<file path="src/rtl/wwr_pkg.sv">
`default_nettype none
// ---------------------------------------------------------------------------
// wwr_pkg
// Shared constants and helpers of the whole-word replacer.
// ---------------------------------------------------------------------------
package wwr_pkg;

  localparam int BYTE_W       = 8;
  localparam int WORD_BYTES   = 8;
  localparam int LEN_W        = 4;
  localparam int CFG_IDX_W    = 2;
  localparam int CFG_DATA_W   = 64;
  localparam int MAX_WORD_DEF = 8;

  // delimiters
  localparam logic [BYTE_W-1:0] CHAR_SPACE = 8'h20;
  localparam logic [BYTE_W-1:0] CHAR_DOT   = 8'h2E;
  localparam logic [BYTE_W-1:0] CHAR_NL    = 8'h0A;

  // configuration register indexes
  localparam logic [CFG_IDX_W-1:0] REG_PATTERN_WORD     = 2'd0;
  localparam logic [CFG_IDX_W-1:0] REG_PATTERN_LEN      = 2'd1;
  localparam logic [CFG_IDX_W-1:0] REG_REPLACEMENT_WORD = 2'd2;
  localparam logic [CFG_IDX_W-1:0] REG_REPLACEMENT_LEN  = 2'd3;

  function automatic logic [LEN_W-1:0] clamp_len(input logic [LEN_W-1:0] v);
    return (v > LEN_W'(WORD_BYTES)) ? LEN_W'(WORD_BYTES) : v;
  endfunction

endpackage

`default_nettype wire

</file>
<file path="src/rtl/wwr_cell.sv">
`default_nettype none
// ---------------------------------------------------------------------------
// wwr_cell
// One byte slot of the word shift chain, with its compare against the
// expected pattern byte.
// ---------------------------------------------------------------------------
module wwr_cell import wwr_pkg::*; (
  input  logic              clk_i,
  input  logic              shift_i,
  input  logic [BYTE_W-1:0] byte_i,
  input  logic [BYTE_W-1:0] expect_i,
  output logic [BYTE_W-1:0] byte_o,
  output logic              match_o
);

  logic [BYTE_W-1:0] byte_q;
  logic [BYTE_W-1:0] byte_d;

  assign byte_d = shift_i ? byte_i : byte_q;

  always_ff @(posedge clk_i) begin
    byte_q <= byte_d;
  end

  assign byte_o  = byte_q;
  assign match_o = (byte_q == expect_i);

endmodule

`default_nettype wire

</file>
<file path="src/rtl/whole_word_replacer.sv">
`default_nettype none
// ---------------------------------------------------------------------------
// whole_word_replacer
// Whole-word find and replace over a byte stream.
// ---------------------------------------------------------------------------
// Text enters one byte per transfer on the input channel, stalled while not
// idle; space, period and newline end a word, and so does a byte flagged
// text_end. Word bytes shift into a chain of MAX_WORD byte cells with no
// output. When a word ends, the check state compares it in all cells at once
// against the pattern, then the replacement or the buffered word leaves at
// one byte per cycle while the output is not stalled, through the output
// register, followed by the delimiter if one ended the word. A word longer
// than MAX_WORD leaves unchanged; the byte that overflows the chain and every
// later byte of that word skip the compare. run_last marks the final output
// byte caused by an input byte. Configuration writes are always taken.
// ---------------------------------------------------------------------------
module whole_word_replacer import wwr_pkg::*; #(
  parameter int MAX_WORD = MAX_WORD_DEF
) (
  input  logic                  clk_i,
  input  logic                  rst_ni,
  input  logic                  in_valid_i,
  output logic                  in_stall_o,
  input  logic [BYTE_W-1:0]     in_byte_i,
  input  logic                  text_end_i,
  output logic                  out_valid_o,
  input  logic                  out_stall_i,
  output logic [BYTE_W-1:0]     out_byte_o,
  output logic                  run_last_o,
  input  logic                  cfg_valid_i,
  output logic                  cfg_ready_o,
  input  logic [CFG_IDX_W-1:0]  cfg_index_i,
  input  logic [CFG_DATA_W-1:0] cfg_data_i
);

  localparam int CW = $clog2(MAX_WORD + 1);
  localparam int IW = (MAX_WORD > 1) ? $clog2(MAX_WORD) : 1;

  localparam logic [1:0] S_IDLE  = 2'd0;
  localparam logic [1:0] S_CHECK = 2'd1;
  localparam logic [1:0] S_EMIT  = 2'd2;
  localparam logic [1:0] S_TAIL  = 2'd3;

  // configuration
  logic [CFG_DATA_W-1:0] pattern_word_q;
  logic [LEN_W-1:0]      pattern_len_q;
  logic [CFG_DATA_W-1:0] replacement_word_q;
  logic [LEN_W-1:0]      replacement_len_q;

  assign cfg_ready_o = 1'b1;

  always_ff @(posedge clk_i or negedge rst_ni) begin
    if (!rst_ni) begin
      pattern_word_q     <= '0;
      pattern_len_q      <= LEN_W'(1);
      replacement_word_q <= '0;
      replacement_len_q  <= LEN_W'(1);
    end else if (cfg_valid_i && cfg_ready_o) begin
      unique case (cfg_index_i)
        REG_PATTERN_WORD:     pattern_word_q     <= cfg_data_i;
        REG_PATTERN_LEN:      pattern_len_q      <= cfg_data_i[LEN_W-1:0];
        REG_REPLACEMENT_WORD: replacement_word_q <= cfg_data_i;
        REG_REPLACEMENT_LEN:  replacement_len_q  <= cfg_data_i[LEN_W-1:0];
        default: ;
      endcase
    end
  end

  // control state
  logic [1:0]        state_q, state_d;
  logic [CW-1:0]     count_q, count_d;
  logic              overlong_q, overlong_d;
  logic              tail_q, tail_d;
  logic [BYTE_W-1:0] tail_byte_q, tail_byte_d;
  logic              src_rep_q, src_rep_d;
  logic [LEN_W-1:0]  emit_len_q, emit_len_d;
  logic [2:0]        emit_idx_q, emit_idx_d;
  logic [IW-1:0]     tap_q, tap_d;
  logic              out_valid_q, out_valid_d;
  logic [BYTE_W-1:0] out_byte_q, out_byte_d;
  logic              out_last_q, out_last_d;

  // shift chain
  logic                  shift;
  logic [BYTE_W-1:0]     cell_byte [MAX_WORD];
  logic [MAX_WORD-1:0]   cell_ok;

  for (genvar j = 0; j < MAX_WORD; j++) begin : g_cell
    logic [LEN_W-1:0]  pidx;
    logic [BYTE_W-1:0] chain_in;
    logic [BYTE_W-1:0] expect_byte;
    logic              eq;

    // byte at cell j is word position count-1-j
    assign pidx        = LEN_W'(count_q) - LEN_W'(j + 1);
    assign expect_byte = pattern_word_q[BYTE_W*pidx[2:0] +: BYTE_W];
    if (j == 0) begin : g_head
      assign chain_in = in_byte_i;
    end else begin : g_link
      assign chain_in = cell_byte[j-1];
    end

    wwr_cell u_cell (
      .clk_i    (clk_i),
      .shift_i  (shift),
      .byte_i   (chain_in),
      .expect_i (expect_byte),
      .byte_o   (cell_byte[j]),
      .match_o  (eq)
    );

    assign cell_ok[j] = eq || (LEN_W'(j) >= LEN_W'(count_q));
  end

  logic [LEN_W-1:0] plen_c, rlen_c;
  logic             hit, is_delim, accept, out_free, last_byte;
  logic [BYTE_W-1:0] rep_byte;

  assign plen_c   = clamp_len(pattern_len_q);
  assign rlen_c   = clamp_len(replacement_len_q);
  assign hit      = (count_q != '0) && (LEN_W'(count_q) == plen_c) && (&cell_ok);
  assign is_delim = (in_byte_i == CHAR_SPACE) || (in_byte_i == CHAR_DOT) ||
                    (in_byte_i == CHAR_NL);
  assign accept    = in_valid_i && (state_q == S_IDLE);
  assign out_free  = !out_valid_q || !out_stall_i;
  assign last_byte = ({1'b0, emit_idx_q} == (emit_len_q - LEN_W'(1)));
  assign rep_byte  = replacement_word_q[BYTE_W*emit_idx_q +: BYTE_W];

  assign in_stall_o = (state_q != S_IDLE);

  always_comb begin
    logic [LEN_W-1:0] elen;
    state_d     = state_q;
    count_d     = count_q;
    overlong_d  = overlong_q;
    tail_d      = tail_q;
    tail_byte_d = tail_byte_q;
    src_rep_d   = src_rep_q;
    emit_len_d  = emit_len_q;
    emit_idx_d  = emit_idx_q;
    tap_d       = tap_q;
    out_valid_d = out_valid_q && out_stall_i;
    out_byte_d  = out_byte_q;
    out_last_d  = out_last_q;
    shift       = 1'b0;
    elen        = '0;

    unique case (state_q)
      S_IDLE: begin
        if (accept) begin
          tail_byte_d = in_byte_i;
          if (is_delim) begin
            tail_d     = 1'b1;
            overlong_d = 1'b0;
            state_d    = S_CHECK;
          end else if (overlong_q) begin
            tail_d  = 1'b1;
            state_d = S_TAIL;
            if (text_end_i) begin
              overlong_d = 1'b0;
            end
          end else if (count_q == CW'(MAX_WORD)) begin
            // overflow: flush the buffer unchanged, then this byte
            src_rep_d  = 1'b0;
            emit_len_d = LEN_W'(MAX_WORD);
            emit_idx_d = '0;
            tap_d      = IW'(MAX_WORD - 1);
            count_d    = '0;
            tail_d     = 1'b1;
            overlong_d = !text_end_i;
            state_d    = S_EMIT;
          end else begin
            shift   = 1'b1;
            count_d = count_q + CW'(1);
            if (text_end_i) begin
              tail_d  = 1'b0;
              state_d = S_CHECK;
            end
          end
        end
      end
      S_CHECK: begin
        count_d    = '0;
        emit_idx_d = '0;
        tap_d      = IW'(count_q - CW'(1));
        if (hit) begin
          src_rep_d = 1'b1;
          elen      = rlen_c;
        end else begin
          src_rep_d = 1'b0;
          elen      = LEN_W'(count_q);
        end
        emit_len_d = elen;
        if (elen != '0) begin
          state_d = S_EMIT;
        end else if (tail_q) begin
          state_d = S_TAIL;
        end else begin
          state_d = S_IDLE;
        end
      end
      S_EMIT: begin
        if (out_free) begin
          out_valid_d = 1'b1;
          out_byte_d  = src_rep_q ? rep_byte : cell_byte[tap_q];
          out_last_d  = last_byte && !tail_q;
          emit_idx_d  = emit_idx_q + 3'd1;
          // buffered bytes walk toward the tap
          shift       = !src_rep_q;
          if (last_byte) begin
            state_d = tail_q ? S_TAIL : S_IDLE;
          end
        end
      end
      S_TAIL: begin
        if (out_free) begin
          out_valid_d = 1'b1;
          out_byte_d  = tail_byte_q;
          out_last_d  = 1'b1;
          state_d     = S_IDLE;
        end
      end
      default: state_d = S_IDLE;
    endcase
  end

  always_ff @(posedge clk_i or negedge rst_ni) begin
    if (!rst_ni) begin
      state_q     <= S_IDLE;
      count_q     <= '0;
      overlong_q  <= 1'b0;
      tail_q      <= 1'b0;
      src_rep_q   <= 1'b0;
      emit_len_q  <= '0;
      emit_idx_q  <= '0;
      tap_q       <= '0;
      out_valid_q <= 1'b0;
    end else begin
      state_q     <= state_d;
      count_q     <= count_d;
      overlong_q  <= overlong_d;
      tail_q      <= tail_d;
      src_rep_q   <= src_rep_d;
      emit_len_q  <= emit_len_d;
      emit_idx_q  <= emit_idx_d;
      tap_q       <= tap_d;
      out_valid_q <= out_valid_d;
    end
  end

  always_ff @(posedge clk_i) begin
    tail_byte_q <= tail_byte_d;
    out_byte_q  <= out_byte_d;
    out_last_q  <= out_last_d;
  end

  assign out_valid_o = out_valid_q;
  assign out_byte_o  = out_byte_q;
  assign run_last_o  = out_last_q;

endmodule

`default_nettype wire
</file>
<file path="config.mk">
export PLATFORM = sky130hd
export DESIGN_NAME = whole_word_replacer
export DESIGN_NICKNAME = d
export VERILOG_FILES = /design/src/rtl/wwr_pkg.sv /design/src/rtl/wwr_cell.sv /design/src/rtl/whole_word_replacer.sv
export SDC_FILE = /design/constraint.sdc
export NUM_CORES = 1
export LEC_CHECK = 0
export BUFFER_PORTS_ARGS = -buffer_cell sky130_fd_sc_hd__buf_2
export CORE_ASPECT_RATIO = 0.8
export CORE_MARGIN = 2
export CORE_UTILIZATION = 61
export DETAILED_ROUTE_END_ITERATION = 10
export GPL_TIMING_DRIVEN = 0
export PLACE_DENSITY = 0.77
export SLEW_MARGIN = 0
export SYNTH_ARGS = -nofsm -noshare
export SYNTH_HDL_FRONTEND = slang
export SYNTH_SLANG_ARGS = --single-unit
</file>
<file path="constraint.sdc">
create_clock -name clk_i -period 6.8 [get_ports clk_i]
set_input_delay 0.68 -clock clk_i [delete_from_list [all_inputs] [get_ports clk_i]]
set_output_delay 0.68 -clock clk_i [all_outputs]
set_load 0.03 [all_outputs]
</file>
# Word level (Yosys, flattened, before mapping)
# Cells that the tools add are included.
# totals
reg_bits	237
latch_bits	0
mem_bits_rw	0
rom_bits	0
in_bits	80
out_inout_bits	12
n_memories	0
# op_classes
addsub	11
multipliers	0
div	0
magnitude_cmp	11
n_eq_ne	28
n_shift	9
n_mux	68
bitwise_logic	1
reduce_logical	43
# op_table
operator	count
64-bit by 7-bit indexed part select with 8-bit output	9
8-bit == test	8
4-bit two-way mux	12
8-bit two-way mux	5
3-bit two-way mux	9
8-bit binary-select mux with 3-bit select	1
1-bit two-way mux	22
2-bit two-way mux	10
8-bit by 6-bit == test with 1-bit output, second input constant	2
3-bit by 4-bit >= comparator with 1-bit output, first input constant	4
4-bit one-hot mux with 2 select lines	2
8-bit one-hot mux with 2 select lines	1
2-bit inequality test, second input constant	6
4-bit nonzero test	3
3-bit subtractor, second input constant	4
1-bit logical OR	11
2-bit AND reduction	5
5-bit AND reduction	2
3-bit one-hot mux with 3 select lines	1
2-bit == test, second input constant	4
8-bit by 4-bit == test with 1-bit output, second input constant	1
1-bit by 4-bit >= comparator with 1-bit output, first input constant	2
2-bit by 4-bit >= comparator with 1-bit output, first input constant	2
4-bit greater-than comparator, second input constant	2
26 further kinds	43

# Longest topological paths before layout
# depth
ltp_word	11
ltp_mapped	18

# Hierarchy
# From an unflattened synthesis, not the netlist that was laid out.
# unflattened
hier_cells	938
area_unflattened_um2	13073.8
# modules_own_cells
mod	instances	cells_per_inst	area_per_inst_um2	seq_area_each_um2
whole_word_replacer	1	786	10461.3	4416.7
wwr_cell	8	19	326.6	240.2

# Worst setup path after synthesis
# Ideal clock, no wire load.
# synth_path
path_type	input -> register
from	input port out_stall_i
to	register g_cell[0].u_cell.byte_q[0] (enable)
setup_ns	0.581
t_arrival_ns	5.654
t_required_ns	6.219
setup_slack_ns	0.565
path_stages	3
path_cell_list	nand2_1 nand2_1 o31ai_1
# synth_via
elab_chain_cells	4
# synth_lines
item	line	text
from (decl)	whole_word_replacer.sv:27	input logic out_stall_i,
1-bit logical NOT	whole_word_replacer.sv:125	assign out_free = !out_valid_q || !out_stall_i;
1-bit logical OR	whole_word_replacer.sv:125	
1-bit two-way mux	whole_word_replacer.sv:203	if (out_free) begin
1-bit one-hot mux with 2 select lines	whole_word_replacer.sv:148	unique case (state_q)
named net g_cell[0].u_cell.shift_i	wwr_cell.sv:9	input logic shift_i,
to (signal assigned)	wwr_cell.sv:22	byte_q <= byte_d;
to (decl)	wwr_cell.sv:16	logic [BYTE_W-1:0] byte_q;
# The timed path passes the listed nets, and every way through them passes these cells.
# A chain may end at the register's enable or synchronous reset.

# Worst setup path after layout
# layout_path
from	register count_q[0]
to	register emit_len_q[1]
# layout_via
elab_chain_cells	9
word_cells_on_any_way	51
classes_between	add/sub (8); order compare (8); eq/ne (11); shift (8); mux (3); reduce/logical (13)
# layout_lines
item	line	text
from (decl)	whole_word_replacer.sv:71	logic [CW-1:0] count_q, count_d;
from (signal assigned)	whole_word_replacer.sv:240	count_q <= count_d;
3-bit by 1-bit subtractor with 3-bit output, or another cell as far along	whole_word_replacer.sv:95	assign pidx = LEN_W'(count_q) - LEN_W'(j + 1);
64-bit by 7-bit indexed part select with 8-bit output	whole_word_replacer.sv:96	assign expect_byte = pattern_word_q[BYTE_W*pidx[2:0] +: BYTE_W];
8-bit == test	wwr_cell.sv:26	assign match_o = (byte_q == expect_i);
1-bit logical OR	whole_word_replacer.sv:112	assign cell_ok[j] = eq || (LEN_W'(j) >= LEN_W'(count_q));
8-bit AND reduction	whole_word_replacer.sv:121	assign hit = (count_q != '0) && (LEN_W'(count_q) == plen_c) && (&cell_ok);
1-bit logical AND	whole_word_replacer.sv:121	
4-bit two-way mux	whole_word_replacer.sv:186	if (hit) begin
4-bit two-way mux	whole_word_replacer.sv:148	
4-bit one-hot mux with 2 select lines	whole_word_replacer.sv:148	
to (signal assigned)	whole_word_replacer.sv:244	emit_len_q <= emit_len_d;
to (decl)	whole_word_replacer.sv:76	logic [LEN_W-1:0] emit_len_q, emit_len_d;
# Parallel ways exist; a longest one is shown, timed or not. The select of a mux whose other input is x is not followed.

==> out/summary.txt <==
Distinct cells, synth: 60
final hold vios: 0
Post-Synthesis Cell Area: 13,700 µm²
initial antenna violation count: 0
crit path kind: flop to flop
post-synthesis mux area share: 0.341
fin util: 0.708
sequential fraction of the synthesis area: 0.463
Seq pwr share: 0.321
IO buf count: 90
Avg WL per Cell: 28.5 µm
skew final: 0.0130 ns
RePlAce Congestion: 1.01
Sw Pwr: 3350 µW
DR DRC count: 0
CTS buffer count: 24
GRT Total Usage: 0.349
r2r worst-path depth: 17
clock root cell: clkbuf_16
setup slack after layout: 0.537 ns
Hold Buf Count CTS: 0
FMAX: 0.160 GHz
Die H: 138 µm
Non-Filler Instances: 1,400
max-cap violation count: 0
Setup WS pre-CTS: 0.770 ns
Leak Pwr: 0.00594 µW
vias in the first global route: 9,311
Critical Path AT: 6.72 ns
Synth Area per Inst: 14.2 µm²
Synth Area in XOR/XNOR: 0.0653
Synth Register Bits: 237
Final Slew Violations: 0
maximum vdd ir drop: 0.268 mV
Worst EP required: 7.26 ns
combinational power share: 0.507
Tightest Hold Check Type: input pin to asynchronous set/reset pin
Filler cells: 1,531
RR Startpoint: count_q[0]$_DFFE_PN0P_
die footprint: 23,600 µm²
antenna cells: 0
FF-to-FF End: emit_len_q[1]$_DFFE_PN0P_
CTS Buffer Depth: 3
Starting Density: 0.627
Max Fanout on Critical Path: 11
DP Wirelength: 30,000 µm
area share of fa/ha/maj cells after synthesis: 0.00823
top-area cell type share of the netlist area: 0.282
CP startpoint kind: flop
simple-gate share of the synthesized area: 0.0514
first-pass GRT wire length: 59,100 µm
CTS tree: done
post-CTS setup buffers: 0
endpoints failing setup: 0
largest net degree at the start of global routing: 93
Routed WL: 39,900 µm
ys flop type: dfrtp_1
Period minus WS final: 6.26 ns
period utilisation layout: 0.921
Die X-Extent: 171 µm
largest family of logic cells by synthesized area: multiplexers
FFs w/ async S/R, synth: 0.658
RSZ-0062 raised after global routing: false
post-route cell area: 15,400 µm²
P_int: 4770 µW
Clock Latency Late Sink: 0.53 ns
starting DRC count in detailed routing: 1,344
WHS: 0.132 ns
Slew headroom: 0.185
yosys warns: 0
layout cells sized above 1: 0.380
DR vias/cell: 6.84
final layout net count: 1,171
cell taking the most area after synthesis: dfrtp_1
H-tree level count: 1
Reg clk slew, reported paths: 0.07 ns
Post-Synthesis Net Count: 1,051
DRT Pass-1 Iters: 6
Tightest Pin Transition: 1.22 ns
Setup crit end kind: flop
EDFF count, synth: 81
Sink Count: 237
Layout Area Growth over Synthesis: 12.9%
cell total after placement: 1,356
# IOs: 92
Multi-input gate area: 7010 µm²
Storage cell area: 6340 µm²
clock share of power: 0.172
reg-to-reg slack, setup: 0.54 ns
Core ar.: 21,800 µm²
Mapped Cells: 962
Area after DPL: 14,600 µm²
cts repair resizes: 0
grt total ovfl: 0
row cnt: 48
outcome: completed
vias: 9,578
Synth Area in Compound Gates: 0.0450
remaining antenna violation count: 0
sw frac: 0.412
synth top area cells: dfrtp_1 28%, edfxtp_1 18%, mux4_2 17%, mux2_2 12%, mux2i_1 5.0%
power density over the cells: 526 nW/µm²
[state kept, by name, indices dropped and copies added, names as in the netlist]
name	flops
pattern_word_q	64
run_last_o	1
emit_idx_q	3
count_q	4
replacement_len_q	4
out_valid_o	1
state_q	2
tap_q	3
g_cell.u_cell.byte_o	64
tail_q	1
replacement_word_q	64
emit_len_q	4
pattern_len_q	4
src_rep_q	1
overlong_q	1
tail_byte_q	8
out_byte_o	8
[worst max-delay path, stage by stage (launching register included)]
cell,delay [ns]
dfrtp_1,0.43
buf_6,0.17
buf_6,0.16
inv_2,0.22
buf_2,0.36
buf_1,0.68
ha_1,0.25
clkbuf_1,0.29
buf_1,0.67
mux4_2,0.52
xor2_1,0.18
nor4_1,0.34
nand3_1,0.16
a211oi_1,0.40
a31oi_1,0.22
a2111oi_4,0.57
nor3b_2,0.34
a221o_1,0.20
[cell families after synthesis]
kind of cell	Yosys count
compound gates	92
flops	237
xor+xnor	102
simple gates	130
mux	319
buf+inv	72
other cells	1
fa+ha+maj	9
[cell type report]
cell class              count  share of cell area
multi-input cells         653               0.454
clock inverters            13              0.0102
plain buffers              59              0.0190
inverters                  13             0.00316
well taps                 300              0.0243
flip-flops and latches    237               0.411
repair buffers             94              0.0348
clock buffers              31              0.0439
[cell usage in the layout (no fill, tap or decap), types with 4 or more instances in the layout]
cell type	instances
dfrtp_1	154
mux2_2	148
mux4_2	103
buf_2	101
edfxtp_1	81
mux2i_1	68
xor2_1	53
xnor2_1	49
clkbuf_1	32
nand2_1	29
clkbuf_16	25
nor2_1	24
a21oi_1	21
o21ai_0	19
inv_1	11
nor2b_1	11
nand4_1	11
a211oi_1	10
nand3_1	10
buf_1	9
nor4_1	9
ha_1	9
buf_6	8
nand2b_1	8
o22ai_1	8
nor3_1	7
and3b_1	4
o21a_1	4
[cells in the mapped netlist (all sizes together) (4+ instances only)]
master,count
nand3,10
nand2b,8
mux4,103
buf,30
a211oi,10
nor3,7
xor2,53
nor2b,11
o21ai,21
ha,9
xnor2,49
edfxtp,81
nand2,29
mux2,148
and3b,4
nor4,11
nor2,24
nand4,11
o21a,4
dfrtp,154
a21oi,21
clkbuf,29
inv,12
o22ai,8
mux2i,68
[stage by stage]
stage	setup TNS (ns)	power (µW)
2_1_floorplan	0	5340
3_3_place_gp	-88.38	6520
3_5_place_dp	0	6600
4_1_cts	0	8010
5_1_grt	0	8410
6_report	0	8120
[power by group through the flow]
stage          clock, µW  combinational (µW)  sequential, µW
6_report            1400                4110            2610
5_1_grt             1460                4310            2650
4_1_cts             1400                4020            2580
3_5_place_dp           0                4000            2600
3_3_place_gp           0                3880            2640
2_1_floorplan          0                2870            2470
[worst max path at each step]
stage	start	endpoint	slack, ns	cells past startpoint
finish	count_q[0]$_DFFE_PN0P_	emit_len_q[1]$_DFFE_PN0P_	0.54	17
global route	count_q[0]$_DFFE_PN0P_	emit_len_q[1]$_DFFE_PN0P_	0.39	17
CTS	count_q[0]$_DFFE_PN0P_	emit_len_q[1]$_DFFE_PN0P_	0.72	17
detailed placement	count_q[0]$_DFFE_PN0P_	emit_len_q[1]$_DFFE_PN0P_	0.77	17
global placement	out_stall_i	g_cell[7].u_cell.byte_o[6]$_DFFE_PP_	-1.38	4
floorplan	out_stall_i	g_cell[0].u_cell.byte_o[0]$_DFFE_PP_	0.57	3
[layer usage]
layer	wire [µm]	part of all wire	global-route usage
met1	16600	0.42	0.524
met3	4390	0.11	0.0713
met4	1630	0.041	0.125
met2	17200	0.43	0.513
met5	0	0	0
(Power assumes the default switching activity.)
